`src/rtl/plcc_pkg.sv`:
```
// Shared constants, register codes and helpers for the power-law cell coefficients unit.
// No dependencies; every other file imports this package.
`default_nettype none

package plcc_pkg;

    localparam int Q_FRAC = 16;

    // Face lane: prep, 17 divider steps, 4 power multiplies, conductance multiply, add/sat
    localparam int FACE_DIV_STEPS = 17;
    localparam int FACE_POW_STEPS = 4;
    localparam int FACE_LAT = 1 + FACE_DIV_STEPS + FACE_POW_STEPS + 2;

    // Transient path: two volume multiplies, divider prep, 31 divider steps
    localparam int AP0_DIV_STEPS = 31;
    localparam int AP0_LAT = 3 + AP0_DIV_STEPS;

    // Merge: centre sum and rhs product, then rhs add
    localparam int MERGE_LAT = 2;
    localparam int TOTAL_LAT = AP0_LAT + MERGE_LAT;

    localparam logic [30:0] MAX31 = 31'h7FFF_FFFF;
    localparam logic [30:0] ONE_Q16 = 31'h0001_0000;

    typedef enum logic [2:0] {
        REG_COND_WEST  = 3'd0,
        REG_COND_EAST  = 3'd1,
        REG_COND_SOUTH = 3'd2,
        REG_COND_NORTH = 3'd3,
        REG_TIME_STEP  = 3'd4
    } cfg_reg_t;

    // Clamp an unsigned value to the 31-bit range
    function automatic logic [30:0] sat31(input logic [45:0] v);
        logic [30:0] r;
        r = (v > {15'd0, MAX31}) ? MAX31 : v[30:0];
        return r;
    endfunction

endpackage

`default_nettype wire

```
`src/rtl/plcc_merge.sv`:
```
// Merge stage: centre weight from the lane results and AP0, and the right-hand side.
// Depends on plcc_pkg.
`default_nettype none

module plcc_merge
    import plcc_pkg::*;
(
    input  wire logic               aclk,
    input  wire logic               ce,
    input  wire logic [30:0]        aw,
    input  wire logic [30:0]        ae,
    input  wire logic [30:0]        as_w,
    input  wire logic [30:0]        an,
    input  wire logic [30:0]        ap0,
    input  wire logic signed [31:0] lin_src,
    input  wire logic signed [31:0] con_src,
    input  wire logic signed [31:0] old_val,
    output logic [30:0]             out_w,
    output logic [30:0]             out_e,
    output logic [30:0]             out_s,
    output logic [30:0]             out_n,
    output logic signed [31:0]      centre,
    output logic signed [31:0]      rhs
);

    function automatic logic signed [31:0] sat_s32(input logic signed [63:0] v);
        logic signed [31:0] r;
        if (v > 64'sd2147483647) begin
            r = 32'sh7FFF_FFFF;
        end else if (v < -64'sd2147483648) begin
            r = 32'sh8000_0000;
        end else begin
            r = v[31:0];
        end
        return r;
    endfunction

    logic [33:0]        sum_c;
    logic signed [63:0] centre_c;
    logic signed [63:0] rhs_c;

    logic [30:0]        w_reg [0:3];
    logic [30:0]        wo_reg [0:3];
    logic signed [31:0] centre1_reg;
    logic signed [31:0] centre_reg;
    logic signed [63:0] prod_reg;
    logic signed [31:0] con_reg;
    logic signed [31:0] rhs_reg;

    // Stage 1: neighbor sum plus AP0 minus source slope; AP0 * old value
    assign sum_c = {3'd0, aw} + {3'd0, ae} + {3'd0, as_w} + {3'd0, an} + {3'd0, ap0};
    assign centre_c = $signed({30'd0, sum_c}) - {{32{lin_src[31]}}, lin_src};

    always_ff @(posedge aclk) begin
        if (ce) begin
            w_reg[0] <= aw;
            w_reg[1] <= ae;
            w_reg[2] <= as_w;
            w_reg[3] <= an;
            centre1_reg <= sat_s32(centre_c);
            prod_reg <= $signed({1'b0, ap0}) * old_val;
            con_reg <= con_src;
        end
    end

    // Stage 2: floor shift of the product, add constant source
    assign rhs_c = (prod_reg >>> Q_FRAC) + con_reg;

    always_ff @(posedge aclk) begin
        if (ce) begin
            for (int i = 0; i < 4; i++) begin
                wo_reg[i] <= w_reg[i];
            end
            centre_reg <= centre1_reg;
            rhs_reg <= sat_s32(rhs_c);
        end
    end

    assign out_w = wo_reg[0];
    assign out_e = wo_reg[1];
    assign out_s = wo_reg[2];
    assign out_n = wo_reg[3];
    assign centre = centre_reg;
    assign rhs = rhs_reg;

endmodule

`default_nettype wire

```
`config.mk`:
```
export PLATFORM = sky130hd
export DESIGN_NAME = plcc_merge
export DESIGN_NICKNAME = d
export VERILOG_FILES = /design/src/rtl/plcc_pkg.sv /design/src/rtl/plcc_merge.sv
export SDC_FILE = /design/constraint.sdc
export NUM_CORES = 2
export LEC_CHECK = 0
export ABC_AREA = 0
export BUFFER_PORTS_ARGS = -buffer_cell sky130_fd_sc_hd__buf_2
export CAP_MARGIN = 10
export CORE_MARGIN = 2
export CORE_UTILIZATION = 30
export CTS_CLUSTER_DIAMETER = 30
export CTS_CLUSTER_SIZE = 40
export DETAILED_ROUTE_END_ITERATION = 7
export HOLD_SLACK_MARGIN = 0.08
export MAX_ROUTING_LAYER = met4
export PLACE_DENSITY_LB_ADDON = 0.08
export SLEW_MARGIN = 25
export SYNTH_ARGS = -nofsm -noshare
export SYNTH_HDL_FRONTEND = slang
export SYNTH_SLANG_ARGS = --single-unit
```
`constraint.sdc`:
```
create_clock -name aclk -period 10.2 [get_ports aclk]
set_clock_uncertainty 0.05 [all_clocks]
set_input_delay 0.51 -clock aclk [delete_from_list [all_inputs] [get_ports aclk]]
set_output_delay 0.51 -clock aclk [all_outputs]
set_load 0.05 [all_outputs]
```
==> impl_metrics.env <==
export IMPL_final_common_cell="inv_1"
export IMPL_tightestPinTransition_ns=0.9364
export IMPL_cp_arrival_ns=8.94
export IMPL_min_period_over_period_pct=84.12
export IMPL_critical_path_class="input pin to flip-flop"
export IMPL_critPathMaxFanout=23
export IMPL_grt_max_degree=146
export IMPL_syn_avg_cell_area_um2=10.07
export IMPL_slew_violations=0
export IMPL_cp_top_family="adder cells"
export IMPL_start_util_pct=30.16
export IMPL_first_iter_violations=2091
export IMPL_clk_latency_ns=0.73
export IMPL_row_count=155
export IMPL_drive_above_1_share_pct=11.89
export IMPL_vias=38578
export IMPL_rsz0062_at_grt="no"
export IMPL_dieArea_um2=182800
export IMPL_cts_root_buffer="clkbuf_16"
export IMPL_drv_cap=0
export IMPL_finalHoldViolCount=0
export IMPL_setup_viol=0
export IMPL_layout_common_cells="inv_1, fa_1, nand2_1"
export IMPL_die_height_um=427.6
export IMPL_grt_overflow_total=0
export IMPL_cts_made_buffers=111
export IMPL_reg2reg_from="con_reg[31]"
export IMPL_cts_htree_levels=3
export IMPL_totalWireLength_um=184600
export IMPL_critPathMostFrequentCell="fa_1"
export IMPL_outcome="completed"
export IMPL_synth_ff_type="edfxtp_1"
export IMPL_port_buffer_count=440
export IMPL_dpl_hpwl_um=147600
export IMPL_cts_buffer_depth=3
export IMPL_fin_util_pct=35.80
export IMPL_ioPinCount=441
export IMPL_max_slew_margin_pct=37.57
export IMPL_grt_pass1_vias=41700
export IMPL_finalWeightedCongestion=0.8481
export IMPL_cts_sinks=424
export IMPL_fmax_mhz=116.6
export IMPL_grt_pass1_wl_um=274200
export IMPL_syn_nets=6969
export IMPL_period_minus_slack_ns=8.580
export IMPL_ys_ff_latch=424
export IMPL_synth_area_um2=53820
export IMPL_holdPathStages=1
export IMPL_critPathCaptureType="flip-flop"
export IMPL_cts_tree="built"
export IMPL_antenna_left=0
export IMPL_hp_class="input pin to flip-flop"
export IMPL_synth_enable_flop_cells=424
export IMPL_post_cts_setup_buffers=0
export IMPL_yosysSeqAreaShare_pct=23.66
export IMPL_reg2reg_depth=13
export IMPL_slowest_delay_ns=0.58
export IMPL_critPathRequiredTime_ns=10.56
export IMPL_synth_warnings=0
export IMPL_finalNetCount=7517
export IMPL_regToRegSetupSlack_ns=5.19
export IMPL_worstSetupStartpointType="input pin"
export IMPL_cpMaxStageDelayCell="fa_1"
export IMPL_syn_inst=5346
export IMPL_fp_dieW_um=427.6
export IMPL_drc_errors=0
export IMPL_async_reset_ff_share_pct=0
export IMPL_path_buf_inv=7
export IMPL_whs_endpoint="wo_reg[0][23]"
export IMPL_core_area_um2=178400
export IMPL_synthDistinctLibCells=78
export IMPL_syn_to_final_growth_pct=18.68
export IMPL_setup_tns_final_ns=0
export IMPL_antenna_found_initial=31
export IMPL_cts_clk_slew_worst_paths_ns=0.04
export IMPL_timing_rr_end="rhs[0]"
export IMPL_wire_per_inst_um=22.12
export IMPL_drt_first_pass_iters=7
export IMPL_vias_per_cell=4.623
export IMPL_grt_usage_pct=21.00
export IMPL_worstHoldStart="ce"
logic make-up (layout without fill, tap and decap cells):
family | Yosys count | count (layout) | share of synthesized area (%)
other | 0 | 2 | 0
adder cells (fa/ha/maj) | 1370 | 1370 | 45.24
flip-flops | 424 | 424 | 23.66
buffers and inverters | 1464 | 2106 | 10.46
multiplexers | 1 | 1 | 0.01860
XOR/XNOR | 141 | 141 | 2.295
AND/OR/NAND/NOR | 1389 | 1389 | 11.78
AO/OA/AOI/OAI | 557 | 557 | 6.549
worst register-to-register path: stages (launching register included):
cell	delay [ns]
edfxtp_1	0.69
ha_1	0.59
and3_1	0.30
nand2_1	0.14
nor3_1	0.45
nand3_1	0.15
a211oi_1	0.50
o21ai_0	0.23
a22o_2	0.26
nor4_1	0.31
nand4_1	0.20
o41ai_4	0.32
buf_4	0.38
o21ai_0	0.20
worst max-delay path by stage:
stage	from	end	slack (ns)	cells past startpoint
2_1_floorplan	ap0[19]	prod_reg[58]	2.37	28
3_3_place_gp	old_val[9]	prod_reg[58]	0.97	27
3_5_place_dp	old_val[9]	prod_reg[58]	0.92	27
4_1_cts	aw[1]	centre1_reg[1]	1.61	33
5_1_grt	old_val[9]	prod_reg[58]	1.17	27
6_report	old_val[9]	prod_reg[58]	1.62	27
Yosys cell counts (69+ instances only):
master       n  share of area (%)
nor2_1      83               0.58
ha_1       410                9.5
edfxtp_1   424                 24
a21oi_1    152                1.4
clkbuf_1   212                1.5
a21o_1      69               0.96
xnor2_1     88                1.4
fa_1       960                 36
inv_1     1229                8.6
and2_1     253                2.9
nand2_1    840                5.9
o21ai_0    135                1.3
metal layers:
layer / global-route usage [%] / part of all wire, %
met5: - / 0
met4: 3.889 / 1.5
met3: 2.454 / 3.9
met2: 34.73 / 49
met1: 27.98 / 45
layout make-up:
cell class	instances	area [um^2]
fillers	18331	114600
multi-input cells	3458	35460
flip-flops and latches	424	12730
inverters	1229	4613
repair buffers	670	4342
well taps	2355	2947
clock buffers	127	2838
clock inverters	80	930.9
diodes	2	5.005
metrics by stage:
stage	cells	cell area [um^2]	hold slack (ns)	setup WS (ns)
finish	8345	63870	0.1917	1.620
floorplan	5346	53820	0.3503	2.371
detailed placement	7980	58530	0.3545	0.9185
global placement	7980	58530	0.3502	0.9742
global route	8345	63870	0.1918	1.170
CTS	8343	63870	0.1566	1.607
timing repair:
| action | 4_1_cts | 5_1_grt |
|---|---|---|
| setup endpoints to repair | 0 | 0 |
| hold buffers | 156 | 0 |
| gates resized for setup | 0 | 0 |
| endpoints found under the hold margin | 156 | 0 |
Power is left out: the tool's default activity adds up to more than one toggle a clock period on the data nets, which glitch-free logic cannot reach.
